## src/rtl/bru_pkg.sv

```systemverilog
// shared types, command codes and widths for the branch resolution unit
`timescale 1ns / 1ps

package bru_pkg;

	localparam int ADDR_BITS = 32;
	localparam int REG_BITS  = 64;
	localparam int CMD_BITS  = 3;

	localparam logic [CMD_BITS-1:0] CMD_BX     = 3'd0;
	localparam logic [CMD_BITS-1:0] CMD_BC     = 3'd1;
	localparam logic [CMD_BITS-1:0] CMD_BCCTR  = 3'd2;
	localparam logic [CMD_BITS-1:0] CMD_BCLR   = 3'd3;
	localparam logic [CMD_BITS-1:0] CMD_WCOUNT = 3'd4;
	localparam logic [CMD_BITS-1:0] CMD_WLINK  = 3'd5;

	typedef struct packed {
		logic [CMD_BITS-1:0]  command;
		logic [ADDR_BITS-1:0] instr_address;
		logic [23:0]          offset_field;
		logic                 absolute;
		logic                 link;
		logic [4:0]           bo;
		logic [4:0]           bi;
		logic [31:0]          cr_word;
		logic [REG_BITS-1:0]  write_value;
	} bru_req_t;

	typedef struct packed {
		logic                 taken;
		logic [ADDR_BITS-1:0] target;
		logic [REG_BITS-1:0]  link_now;
		logic [REG_BITS-1:0]  count_now;
	} bru_rsp_t;

	// next values of the architectural registers
	typedef struct packed {
		logic [REG_BITS-1:0] count_d;
		logic [REG_BITS-1:0] link_d;
	} bru_upd_t;

endpackage

```

## src/rtl/bru_resolve.sv

```systemverilog
// combinational branch resolution: condition and count tests, target, register updates
`timescale 1ns / 1ps

module bru_resolve (
	input  bru_pkg::bru_req_t        req,
	input  logic [bru_pkg::REG_BITS-1:0] count_cur,
	input  logic [bru_pkg::REG_BITS-1:0] link_cur,
	output bru_pkg::bru_rsp_t        rsp,
	output bru_pkg::bru_upd_t        upd
);
	import bru_pkg::*;

	logic                 cond_ok;
	logic                 cnt_ok;
	logic                 dec_en;
	logic                 is_branch;
	logic [REG_BITS-1:0]  count_dec;
	logic [ADDR_BITS-1:0] disp_li;
	logic [ADDR_BITS-1:0] disp_bd;
	logic [ADDR_BITS-1:0] target;
	logic                 taken;
	logic [REG_BITS-1:0]  count_nx;
	logic [REG_BITS-1:0]  link_nx;

	// bit 31-bi of the condition word is bit ~bi for a 5-bit index
	assign cond_ok = req.bo[4] | (req.cr_word[~req.bi] == req.bo[3]);

	assign count_dec = count_cur - REG_BITS'(1);
	assign dec_en    = ((req.command == CMD_BC) || (req.command == CMD_BCLR)) && !req.bo[2];
	assign cnt_ok    = req.bo[2] |
		(req.bo[1] ? (count_dec[31:0] == 32'd0) : (count_dec[31:0] != 32'd0));

	assign disp_li = {{(ADDR_BITS-26){req.offset_field[23]}}, req.offset_field, 2'b00};
	assign disp_bd = {{(ADDR_BITS-16){req.offset_field[13]}}, req.offset_field[13:0], 2'b00};

	always_comb begin
		is_branch = 1'b1;
		taken     = 1'b0;
		target    = '0;
		unique case (req.command)
			CMD_BX: begin
				taken  = 1'b1;
				target = req.absolute ? disp_li : req.instr_address + disp_li;
			end
			CMD_BC: begin
				taken  = cnt_ok & cond_ok;
				target = req.absolute ? disp_bd : req.instr_address + disp_bd;
			end
			CMD_BCCTR: begin
				taken  = cond_ok;
				target = count_cur[ADDR_BITS-1:0];
			end
			CMD_BCLR: begin
				taken  = cnt_ok & cond_ok;
				target = link_cur[ADDR_BITS-1:0];
			end
			default: begin
				is_branch = 1'b0;
			end
		endcase
	end

	always_comb begin
		count_nx = count_cur;
		if (dec_en) begin
			count_nx = count_dec;
		end else if (req.command == CMD_WCOUNT) begin
			count_nx = req.write_value;
		end
	end

	always_comb begin
		link_nx = link_cur;
		if (is_branch && req.link) begin
			link_nx = REG_BITS'(req.instr_address) + REG_BITS'(4);
		end else if (req.command == CMD_WLINK) begin
			link_nx = req.write_value;
		end
	end

	assign rsp.taken     = taken;
	assign rsp.target    = target;
	assign rsp.link_now  = link_nx;
	assign rsp.count_now = count_nx;
	assign upd.count_d   = count_nx;
	assign upd.link_d    = link_nx;

endmodule

```

## src/rtl/branch_resolution_unit_core.sv

```systemverilog
// top level of the branch resolution unit: request register, resolve logic, result register
`timescale 1ns / 1ps

// Branch resolution unit. Each request (bx, bcx, bcctrx, bclrx, or a direct
// load of count or link) gives exactly one result carrying taken, the 32-bit
// target and the count and link registers as they stand after the request.
// A request is latched into an input register, resolved by one pass of
// combinational logic (condition bit test, 64-bit count decrement with a
// low-word zero test, one 32-bit target add) and captured in the result
// register; one request is accepted every cycle while req_stall is low. The
// count and link registers update at the same edge the result is captured, so
// a following request already sees them. req_stall rises only when the input
// register is full and the result register is held by rsp_stall. No clearing
// pass: both registers reset to zero.
module branch_resolution_unit_core (
	input  logic              clk,
	input  logic              arst_n,
	input  logic              req_valid,
	output logic              req_stall,
	input  bru_pkg::bru_req_t req,
	output logic              rsp_valid,
	input  logic              rsp_stall,
	output bru_pkg::bru_rsp_t rsp
);
	import bru_pkg::*;

	// input register stage
	logic     req_valid_s1;
	bru_req_t req_s1;

	// architectural state
	logic [REG_BITS-1:0] count_q;
	logic [REG_BITS-1:0] link_q;

	// resolve outputs
	bru_rsp_t rsp_d;
	bru_upd_t upd;

	logic out_free;
	logic advance;
	logic accept;

	// result register can take a new value when empty or being drained
	assign out_free  = !rsp_valid || !rsp_stall;
	assign advance   = req_valid_s1 && out_free;
	// stage 1 frees up when empty or moving into the result register
	assign req_stall = req_valid_s1 && !out_free;
	assign accept    = req_valid && !req_stall;

	always_ff @(posedge clk or negedge arst_n) begin
		if (!arst_n) begin
			req_valid_s1 <= 1'b0;
		end else if (!req_stall) begin
			req_valid_s1 <= req_valid;
		end
	end

	always_ff @(posedge clk) begin
		if (accept) begin
			req_s1 <= req;
		end
	end

	bru_resolve u_resolve (
		.req       (req_s1),
		.count_cur (count_q),
		.link_cur  (link_q),
		.rsp       (rsp_d),
		.upd       (upd)
	);

	// count and link commit together with the result
	always_ff @(posedge clk or negedge arst_n) begin
		if (!arst_n) begin
			count_q <= '0;
			link_q  <= '0;
		end else if (advance) begin
			count_q <= upd.count_d;
			link_q  <= upd.link_d;
		end
	end

	always_ff @(posedge clk or negedge arst_n) begin
		if (!arst_n) begin
			rsp_valid <= 1'b0;
		end else if (out_free) begin
			rsp_valid <= req_valid_s1;
		end
	end

	always_ff @(posedge clk) begin
		if (advance) begin
			rsp <= rsp_d;
		end
	end

`ifndef SYNTHESIS
	// stall only ever comes from a full input stage
	a_stall_needs_item: assert property (@(posedge clk) disable iff (!arst_n)
		req_stall |-> req_valid_s1)
		else $error("request stall without a held request");

	// the result carries the committed count and link
	a_result_matches_state: assert property (@(posedge clk) disable iff (!arst_n)
		advance |=> (rsp.count_now == count_q) && (rsp.link_now == link_q))
		else $error("result registers differ from committed state");

	// a count load commits the written value
	a_count_load: assert property (@(posedge clk) disable iff (!arst_n)
		(advance && req_s1.command == CMD_WCOUNT) |=>
			(count_q == $past(req_s1.write_value)))
		else $error("count load lost");

	// non-branch commands never report a taken branch or a target
	a_nonbranch_quiet: assert property (@(posedge clk) disable iff (!arst_n)
		(advance && req_s1.command != CMD_BX && req_s1.command != CMD_BC &&
			req_s1.command != CMD_BCCTR && req_s1.command != CMD_BCLR) |=>
			(!rsp.taken && rsp.target == '0))
		else $error("non-branch request produced a branch result");
`endif

endmodule

```

## config.mk

```make
export PLATFORM = sky130hd
export DESIGN_NAME = branch_resolution_unit_core
export DESIGN_NICKNAME = d
export VERILOG_FILES = /design/src/rtl/bru_pkg.sv /design/src/rtl/bru_resolve.sv /design/src/rtl/branch_resolution_unit_core.sv
export SDC_FILE = /design/constraint.sdc
export NUM_CORES = 1
export LEC_CHECK = 0
export BUFFER_PORTS_ARGS = -buffer_cell sky130_fd_sc_hd__buf_4
export CAP_MARGIN = 10
export CELL_PAD_IN_SITES_DETAIL_PLACEMENT = 0
export CELL_PAD_IN_SITES_GLOBAL_PLACEMENT = 1
export CORE_MARGIN = 1
export CORE_UTILIZATION = 40
export CTS_CLUSTER_SIZE = 25
export DETAILED_ROUTE_END_ITERATION = 6
export PLACE_DENSITY_LB_ADDON = 0.1
export SLEW_MARGIN = 20
export SYNTH_ARGS = -nofsm -noshare
export SYNTH_HDL_FRONTEND = slang
export SYNTH_SLANG_ARGS = --single-unit
export TNS_END_PERCENT = 10
```

## constraint.sdc

```tcl
create_clock -name clk -period 9.9 [get_ports clk]
set_input_delay 1.98 -clock clk [delete_from_list [all_inputs] [get_ports clk]]
set_output_delay 1.98 -clock clk [all_outputs]
set_load 0.02 [all_outputs]
```

==> impl_metrics.env, run 1 <==
export IMPL_dp_hpwl_mm=49.2
export IMPL_n_antenna_cell=0
export IMPL_dieArea_sq_um=57900
export IMPL_final_layout_size_suffix_gt1_share_pct=22.7
export IMPL_leakagePower_nw=10.8
export IMPL_synth_main_ff_cell="edfxtp_1"
export IMPL_drc=0
export IMPL_post_cts_setup_buffers=0
export IMPL_cp_data_arrival_time_ps=2390
export IMPL_grt_max_degree=177
export IMPL_rsz0062_at_grt="false"
export IMPL_grt_overflow_total=0
export IMPL_grt_pass1_vias=17000
export IMPL_syn_inst=2058
export IMPL_antenna_found_initial=0
export IMPL_drtAntennaViolNets=0
export IMPL_clk_pin_slew_worst_paths_ps=60
export IMPL_critPathRequiredTime_ps=7920
export IMPL_maxCapViolCount=0
export IMPL_vdd_drop_max_mv=0.124
export IMPL_htreeDepth=2
export IMPL_core_area_sq_um=56300
export IMPL_wl_mm=70.2
export IMPL_synth_avg_cell_area_sq_um=11.1
export IMPL_synth_seq_area_share_pct=57.4
export IMPL_syn_num_nets=2277
export IMPL_layout_setup_ws_ps=5530
export IMPL_fin_skew_ps=22.1
export IMPL_die_y_um=241
export IMPL_cp_end_kind="primary output"
export IMPL_slew_headroom_pct=26.9
export IMPL_tightest_slew_ps=1090
export IMPL_grt_usage_pct=23.8
export IMPL_die_x_um=241
export IMPL_setup_tns_ps=0
export IMPL_post_cts_resized=0
export IMPL_finalHoldViolCount=0
export IMPL_area_delta_synth_final_pct=21.6
export IMPL_rows=87
export IMPL_worstPathMaxFanout=3
export IMPL_power_mw=6.13
export IMPL_clockRootBuffer="clkbuf_16"
export IMPL_fin_crit_sh_pct=44.2
export IMPL_fin_crit_ps=4370
export IMPL_setup_viol=0
export IMPL_dpl_worst_slack_ps=5050
export IMPL_synthMuxAreaShare_pct=4.65
export IMPL_synth_top_family_by_area="simple AND/OR/NAND/NOR gates"
export IMPL_synth_cell_types=82
export IMPL_insertion_delay_ps=600
export IMPL_synth_compound_area_share_pct=14.6
export IMPL_clk_path_buf_depth=3
export IMPL_slew_viol_final=0
export IMPL_grt_pass1_wl_mm=104
export IMPL_floorplan_initialDensity_pct=40.5
export IMPL_synth_enable_flop_cells=327
export IMPL_nFillCells=5205
export IMPL_wl_per_cell_um=22.3
export IMPL_synth_simple_gate_area_share_pct=15.5
export IMPL_cts_buffers=51
export IMPL_first_pass_iters=7
export IMPL_yosys_warnings=0
export IMPL_gp_congestion=0.886
export IMPL_timing_fmax_mhz=229
export IMPL_viasPerCell=5.61
export IMPL_synth_xor_area_share_pct=2.46
export IMPL_drt_iter0_markers=1371
export IMPL_clkSinkCount=457
export IMPL_synth_seq_cells=457
export IMPL_port_buffer_count=332
export IMPL_crit_path_start_kind="input port"
export IMPL_nNetsFinal=2573
export IMPL_pin_count=334
export IMPL_synthArstFlopShare_pct=28.4
export IMPL_hp_class="flip-flop to flip-flop"
export IMPL_vias=17700
export IMPL_holdBufCountCts=0
export IMPL_syn_area_sq_um=22800
export IMPL_tritoncts="yes"
export IMPL_critical_path_class="input port to primary output"
export IMPL_outcome="completed"
export IMPL_cellPowerDensity_nw_per_um2=222
export IMPL_synth_adder_area_share_pct=2.67
cells by family after synthesis:
| family | Yosys count |
|---|---|
| adder cells (fa/ha/maj) | 48 |
| AO/OA/AOI/OAI | 506 |
| multiplexers | 87 |
| buffers and inverters | 158 |
| flip-flops | 457 |
| AND/OR/NAND/NOR | 738 |
| XOR/XNOR | 64 |
critical path, cell delays in order:
cell	delay [ps]
buf_4	110
nand3_1	100
inv_1	50
buf_4	150
placed cells by master, fill, tap and decap left out, types with 9 or more instances in the layout:
cell type  Yosys  layout
inv_1         40      40
mux2_2        50      50
buf_4          0     357
nand2b_1      12      11
xnor2_1       33      33
dfrtp_1      130     130
a31oi_1       44      44
nor2_1       201     199
o22ai_1       12      12
o21ai_0      103     103
nor3_1        43      43
o21a_1        16      16
or3_1         16      16
nand2_1      255     253
nand4_1       20      20
nand3_1       93      93
a21o_1        26      26
o211ai_1       9       9
a311oi_1      18      18
xor2_1        31      31
a21oi_1      118     118
nor4_1        18      18
o31ai_1       13      13
a22oi_1       28      28
clkbuf_1      94      16
clkbuf_16      0      52
or2_2          9       9
clkinv_2       0      10
mux4_2        10      10
a211oi_1      37      37
ha_1          47      47
mux2i_1       27      27
edfxtp_1     327     327
and3_1        16      15
o221a_2        9       9
registers in the layout, indices dropped and copies added (netlist names):
register and flops:
rsp_valid 1, link_q 64, req_s1 166, count_q 64, req_valid_s1 1, rsp 161
worst paths after layout:
check | to | from | slack [ps] | cells after the start
hold reg to reg | link_q[32] | link_q[32] | 480 | 2
setup reg to reg | rsp[156] | req_s1[134] | 5900 | 12
max in group asynchronous | count_q[10] | arst_n | 7050 | 2
min in group asynchronous | link_q[34] | arst_n | 1400 | 1
setup / recovery | req_stall | rsp_stall | 5530 | 4
hold / removal | link_q[32] | link_q[32] | 480 | 2
Yosys cell counts, types with 6 or more instances:
| cell | number | area (sq um) |
|---|---|---|
| nand3_1 | 93 | 465 |
| and3_1 | 16 | 100 |
| nor4_1 | 18 | 113 |
| o32ai_1 | 7 | 61.3 |
| nor3_1 | 43 | 215 |
| xor2_1 | 31 | 272 |
| o22ai_1 | 12 | 75.1 |
| edfxtp_1 | 327 | 9820 |
| o21a_1 | 16 | 120 |
| a21o_1 | 26 | 195 |
| nand2_1 | 255 | 957 |
| o221a_2 | 9 | 101 |
| o21ai_0 | 103 | 515 |
| a211oi_1 | 37 | 278 |
| nor4b_1 | 6 | 52.6 |
| nand4_1 | 20 | 125 |
| ha_1 | 47 | 588 |
| mux4_2 | 10 | 225 |
| o31ai_1 | 13 | 97.6 |
| a311oi_1 | 18 | 158 |
| inv_1 | 40 | 150 |
| xnor2_1 | 33 | 289 |
| a22oi_1 | 28 | 210 |
| and4_1 | 8 | 70.1 |
| o21bai_1 | 6 | 45.0 |
| a21oi_1 | 118 | 591 |
| mux2i_1 | 27 | 270 |
| or3_1 | 16 | 100 |
| nor2b_1 | 8 | 50.1 |
| dfrtp_1 | 130 | 3250 |
| a211o_1 | 7 | 61.3 |
| or2_2 | 9 | 56.3 |
| nor2_1 | 201 | 754 |
| buf_1 | 14 | 52.6 |
| mux2_2 | 50 | 563 |
| buf_2 | 6 | 30.0 |
| nand2b_1 | 12 | 75.1 |
| clkbuf_1 | 94 | 353 |
| o211ai_1 | 9 | 67.6 |
| a31oi_1 | 44 | 275 |
area by class of cell:
cell class	instances	area, sq um	share of cell area (%)
repair buffers	360	2740	9.89
well taps	756	946	3.42
clock inverters	26	285	1.03
inverters	41	161	0.583
multi-input cells	1443	9090	32.8
clock buffers	70	1390	5.02
flip-flops and latches	457	13100	47.2
per-layer routing:
metal	track usage [%]	routed length (um)	up-vias
met2	38.0	33300	519
met3	3.37	3710	93
met5	0	0	-
met4	7.33	1800	0
met1	33.5	31500	8721
li1	-	-	8350
per-stage QoR:
step | cells | util, % | cell area [sq um] | hold slack (ps)
global placement | 3056 | 46.2 | 26000 | 465
detailed placement | 3056 | 46.2 | 26000 | 462
CTS | 3152 | 49.1 | 27700 | 485
finish | 3153 | 49.2 | 27700 | 485
floorplan | 2058 | - | 22800 | 445
global route | 3153 | 49.2 | 27700 | 517
report_power, final:
group | switching (mW) | internal, mW
logic | 0.791 | 0.581
clock network | 0.790 | 1.12
registers | 0.392 | 2.46
(Power assumes the default switching activity.)
==> inputs of run 2 (changes only) <==
Clock period 9.9 ns to 3.84 ns, I/O delays scaled along.
==> impl_metrics.env, run 2 (synthesized netlist as in run 1, its figures left out) <==
export IMPL_final_layout_size_suffix_gt1_share_pct=23.7
export IMPL_wl_mm=71.9
export IMPL_n_antenna_cell=0
export IMPL_p_sw_mw=5.14
export IMPL_holdBufCountCts=0
export IMPL_slew_headroom_pct=39.8
export IMPL_first_pass_iters=6
export IMPL_viasPerCell=5.61
export IMPL_dp_hpwl_mm=52.2
export IMPL_drc=0
export IMPL_wl_met1_mm=31.5
export IMPL_dieArea_sq_um=57900
export IMPL_rsz0062_at_grt="false"
export IMPL_fin_skew_ps=13.2
export IMPL_layout_setup_ws_ps=309
export IMPL_worstPathMaxFanout=6
export IMPL_clk_pin_slew_worst_paths_ps=60
export IMPL_die_y_um=241
export IMPL_drt_iter0_markers=1655
export IMPL_tritoncts="yes"
export IMPL_slew_viol_final=0
export IMPL_rows=87
export IMPL_finalHoldViolCount=0
export IMPL_antenna_found_initial=0
export IMPL_critical_path_class="flip-flop to flip-flop"
export IMPL_cts_buffers=51
export IMPL_pin_count=334
export IMPL_layout_top_registers="req_s1 x166, rsp x161"
export IMPL_fin_crit_sh_pct=92.0
export IMPL_wl_per_cell_um=22.5
export IMPL_vdd_drop_max_mv=0.369
export IMPL_drtAntennaViolNets=0
export IMPL_grt_overflow_total=0
export IMPL_clockRootBuffer="clkbuf_16"
export IMPL_holdWs_ps=213
export IMPL_outcome="completed"
export IMPL_p_clk_share_pct=30.7
export IMPL_wl_met3_mm=4.28
export IMPL_layout_commonest_cell="buf_4"
export IMPL_tightest_slew_ps=893
export IMPL_wl_met2_mm=33.6
export IMPL_clk_path_buf_depth=3
export IMPL_cp_data_arrival_time_ps=3950
export IMPL_crit_path_start_kind="flip-flop"
export IMPL_dpl_worst_slack_ps=132
export IMPL_die_x_um=241
export IMPL_setup_tns_ps=0
export IMPL_floorplan_initialDensity_pct=40.5
export IMPL_grt_usage_pct=24.4
export IMPL_pwr_share_comb_pct=23.4
export IMPL_insertion_delay_ps=600
export IMPL_final_cell_mix="buf_4, edfxtp_1, nand2_1"
export IMPL_grt_pass1_vias=17200
export IMPL_largest_register="req_s1"
export IMPL_swShare_pct=32.3
export IMPL_core_area_sq_um=56300
export IMPL_grt_pass1_wl_mm=106
export IMPL_clkSinkCount=457
export IMPL_intPower_mw=10.8
export IMPL_vias=17900
export IMPL_worst_r2r_path_depth=11
export IMPL_final_core_util_pct=49.8
export IMPL_setup_viol=0
export IMPL_critPathRequiredTime_ps=4260
export IMPL_nNetsFinal=2608
export IMPL_gp_congestion=0.865
export IMPL_hp_class="input port to async pin"
export IMPL_maxCapViolCount=0
export IMPL_area_delta_synth_final_pct=23.0
export IMPL_htreeDepth=2
export IMPL_cp_end_kind="flip-flop"
export IMPL_largest_reg_flops=166
export IMPL_p_seq_share_pct=45.8
export IMPL_grt_max_degree=76
export IMPL_timing_fmax_mhz=283
export IMPL_cellPowerDensity_nw_per_um2=568
export IMPL_leakagePower_nw=11.0
export IMPL_port_buffer_count=332
export IMPL_r2r_setup_slack_ps=310
export IMPL_top_layer="met4"
export IMPL_fin_crit_ps=3530
run 2: cell types whose count changed in the layout (fill, tap and decap cells not counted):
cell,change
inv_6,-2
clkinv_1,+9
a211oi_2,+1
a211oi_1,-1
clkinvlp_4,+4
clkbuf_1,-5
buf_12,+6
bufinv_16,-1
clkinv_2,-6
buf_4,+30
buf_16,-1
clkinv_8,-1
inv_16,+1
clkbuf_16,+1
run 2: power by group through the flow:
stage | clock, mW | combinational [mW] | sequential (mW)
CTS | 5.01 | 3.74 | 7.28
finish | 4.89 | 3.73 | 7.29
detailed placement | 0 | 3.73 | 7.36
global placement | 0 | 3.68 | 7.33
global route | 5.19 | 4.07 | 7.40
floorplan | 0 | 2.15 | 7.31
run 2: metal layers:
metal  vias up  track usage, %
met4         0            9.52
met5         -               0
met2       574            38.6
met1      8769            33.5
met3       118            4.19
li1       8415               -
run 2: area by class of cell:
class / instances / area (sq um)
Clock buffer: 66 / 1400
Sequential cell: 457 / 13100
Inverter: 41 / 161
Multi-Input combinational cell: 1443 / 9100
Timing Repair Buffer: 395 / 3060
Fill cell: 5144 / 28300
Clock inverter: 30 / 275
Tap cell: 756 / 946
run 2: final timing paths:
path	end	start
setup / recovery	rsp[159]	req_s1[141]
hold / removal	link_q[37]	arst_n
setup reg to reg	rsp[159]	req_s1[141]
hold reg to reg	link_q[32]	link_q[32]
max in group asynchronous	req_valid_s1	arst_n
min in group clk	req_s1[123]	req[123]
run 2: what timing repair did:
item,4_1_cts,5_1_grt
setup endpoints to repair,0,3
gates resized for setup,0,1
buffers inserted,0,1
run 2: metrics by stage:
step	instances	power, mW	area, sq um
after CTS	3187	16.0	28000
after global routing	3188	16.7	28000
after detailed placement	3091	11.1	26300
after global placement	3091	11.0	26300
final	3188	15.9	28000
after floorplan	2058	9.46	22800
run 2: critical path, cell delays in order (launching register included):
cell,delay (ps)
edfxtp_1,490
ha_1,410
a21o_1,200
a211oi_1,410
o21a_1,280
nand3_1,130
o211ai_1,220
buf_4,190
a2111oi_0,90
a311oi_1,310
mux2_2,370
o32ai_1,260
==> inputs of run 3 (changes only) <==
Settings changed: ABC_CLOCK_PERIOD_IN_PS set to 3840, CORE_ASPECT_RATIO set to 1.75, CORE_UTILIZATION 40 to 41.
==> impl_metrics.env, run 3 (synthesized netlist as in run 1, its figures left out) <==
export IMPL_floorplan_initialDensity_pct=41.7
export IMPL_grt_pass1_vias=18000
export IMPL_worstPathCellList="ha_1 > a21o_1 > and3_1 > o21ai_0 > buf_4 > a21oi_1 > o211ai_1 > a2111oi_0 > o211a_1 > a211oi_1 > a211o_1"
export IMPL_largest_reg_flops=166
export IMPL_wl_mm=74.2
export IMPL_timing_rr_end="rsp[153]"
export IMPL_fin_skew_ps=20.9
export IMPL_worstPathMaxFanout=5
export IMPL_dpl_worst_slack_ps=152
export IMPL_clk_pin_slew_worst_paths_ps=70
export IMPL_rsz0062_at_grt="false"
export IMPL_worst_r2r_path_depth=11
export IMPL_layout_commonest_cell="buf_4"
export IMPL_crit_path_max_incr_delay_ps=770
export IMPL_clockRootBuffer="clkbuf_16"
export IMPL_insertion_delay_ps=590
export IMPL_cp_end_kind="flip-flop"
export IMPL_die_y_um=314
export IMPL_hp_class="input port to async pin"
export IMPL_first_pass_iters=6
export IMPL_tritoncts="yes"
export IMPL_drt_iter0_markers=1380
export IMPL_r2r_start="req_s1[135]"
export IMPL_cp_buffers_inverters=1
export IMPL_final_layout_size_suffix_gt1_share_pct=24.7
export IMPL_crit_family="compound AO/OA/AOI/OAI gates"
export IMPL_multi_input_area_sq_um=9130
export IMPL_nFillCells=4895
export IMPL_leakagePower_nw=11.0
export IMPL_largest_register="req_s1"
export IMPL_layout_setup_ws_ps=155
export IMPL_grt_overflow_total=0
export IMPL_dieArea_sq_um=56500
export IMPL_rows=113
export IMPL_clkSinkCount=457
export IMPL_timing_fmax_mhz=271
export IMPL_drtAntennaViolNets=0
export IMPL_grt_usage_pct=26.1
export IMPL_dp_hpwl_mm=54.3
export IMPL_area_delta_synth_final_pct=23.1
export IMPL_nNetsFinal=2627
export IMPL_core_area_sq_um=54600
export IMPL_clk_path_buf_depth=3
export IMPL_final_cell_mix="buf_4, edfxtp_1, nand2_1"
export IMPL_gp_congestion=0.934
export IMPL_n_antenna_cell=0
export IMPL_vias=17900
export IMPL_vdd_drop_max_mv=0.367
export IMPL_die_x_um=180
export IMPL_p_sw_mw=5.13
export IMPL_htreeDepth=2
export IMPL_critical_path_class="flip-flop to flip-flop"
export IMPL_layout_top_registers="req_s1 x166, rsp x161"
export IMPL_viasPerCell=5.72
export IMPL_setup_viol=0
export IMPL_crit_path_start_kind="flip-flop"
export IMPL_grt_max_degree=81
export IMPL_maxCapViolCount=0
export IMPL_cts_buffers=46
export IMPL_r2r_setup_slack_ps=160
export IMPL_p_seq_share_pct=46.2
export IMPL_slew_headroom_pct=42.8
export IMPL_intPower_mw=10.6
export IMPL_regArea_sq_um=13100
export IMPL_critPathRequiredTime_ps=4190
export IMPL_drc=0
export IMPL_swShare_pct=32.6
export IMPL_fin_crit_ps=3680
export IMPL_slew_viol_final=0
export IMPL_outcome="completed"
export IMPL_cp_data_arrival_time_ps=4030
export IMPL_pin_count=334
export IMPL_fin_crit_sh_pct=96.0
export IMPL_port_buffer_count=332
export IMPL_final_core_util_pct=51.4
export IMPL_wl_per_cell_um=23.7
export IMPL_pwr_share_comb_pct=24.2
export IMPL_antenna_found_initial=0
export IMPL_setup_tns_ps=0
export IMPL_tightest_slew_ps=855
export IMPL_p_clk_share_pct=29.6
export IMPL_crit_path_top_delay_cell="a2111oi_0"
export IMPL_finalHoldViolCount=0
export IMPL_grt_pass1_wl_mm=111
export IMPL_cellPowerDensity_nw_per_um2=561
## run 3: cell types whose count changed in the layout (fill, tap and decap cells not counted), sizes merged
cell	delta
clkinvlp	-2
inv	+4
clkbuf	-8
buf	+24
clkinv	-4
## run 3: area by class of cell
class | count | area share [%]
inverter | 41 | 0.576
clock buffer | 58 | 4.52
multi-input combinational | 1443 | 32.6
clock inverter | 28 | 0.991
timing repair buffer | 419 | 11.6
tap | 690 | 3.08
sequential | 457 | 46.6
## run 3: worst max path at each step
stage | to | start | slack [ps] | cells past startpoint
final | rsp[153] | req_s1[135] | 160 | 11
after global routing | count_q[36] | count_q[0] | 8 | 13
after CTS | rsp[156] | req_s1[108] | 130 | 12
after detailed placement | rsp[156] | req_s1[134] | 150 | 12
after global placement | rsp[156] | req_s1[108] | 180 | 12
after floorplan | req_s1[0] | rsp_stall | 480 | 2
## run 3: repair_timing
item / in CTS / in global routing
buffers inserted: 0 / 0
resized for setup: 0 / 7
hold buffers: 0 / 0
hold endpoints to repair: 0 / 0
endpoints found under the setup margin: 0 / 6
## run 3: power by group through the flow
stage / combinational [mW] / clock (mW) / sequential, mW
6_report: 3.80 / 4.65 / 7.27
5_1_grt: 4.11 / 4.94 / 7.38
4_1_cts: 3.81 / 4.77 / 7.26
3_5_place_dp: 3.79 / 0 / 7.35
3_3_place_gp: 3.73 / 0 / 7.32
2_1_floorplan: 2.15 / 0 / 7.31
## run 3: worst reg2reg max path: stages (launching register included)
cell and delay, ps:
edfxtp_1 480, ha_1 320, a21o_1 130, and3_1 170, o21ai_0 70, buf_4 150
a21oi_1 460, o211ai_1 350, a2111oi_0 770, o211a_1 250, a211oi_1 60, a211o_1 230
## run 3: metrics by stage
stage | power (mW) | hold WS (ps) | area [sq um] | std cells
floorplan | 9.46 | 445 | 22800 | 2058
global placement | 11.1 | 457 | 26500 | 3050
detailed placement | 11.1 | 473 | 26500 | 3050
CTS | 15.8 | 45.3 | 28000 | 3136
global route | 16.4 | 66.8 | 28000 | 3136
finish | 15.7 | 71.1 | 28000 | 3136
## run 3: layer usage
layer  wire, um  GRT usage [%]  share of wire [%]  vias to the layer above
met5          0              0                  0                        -
li1           -              -                  -                     8441
met3       3220           3.16                4.3                      129
met2      39400           48.8                 53                      634
met4       3040           10.2                4.1                        0
met1      28600           30.2                 38                     8721
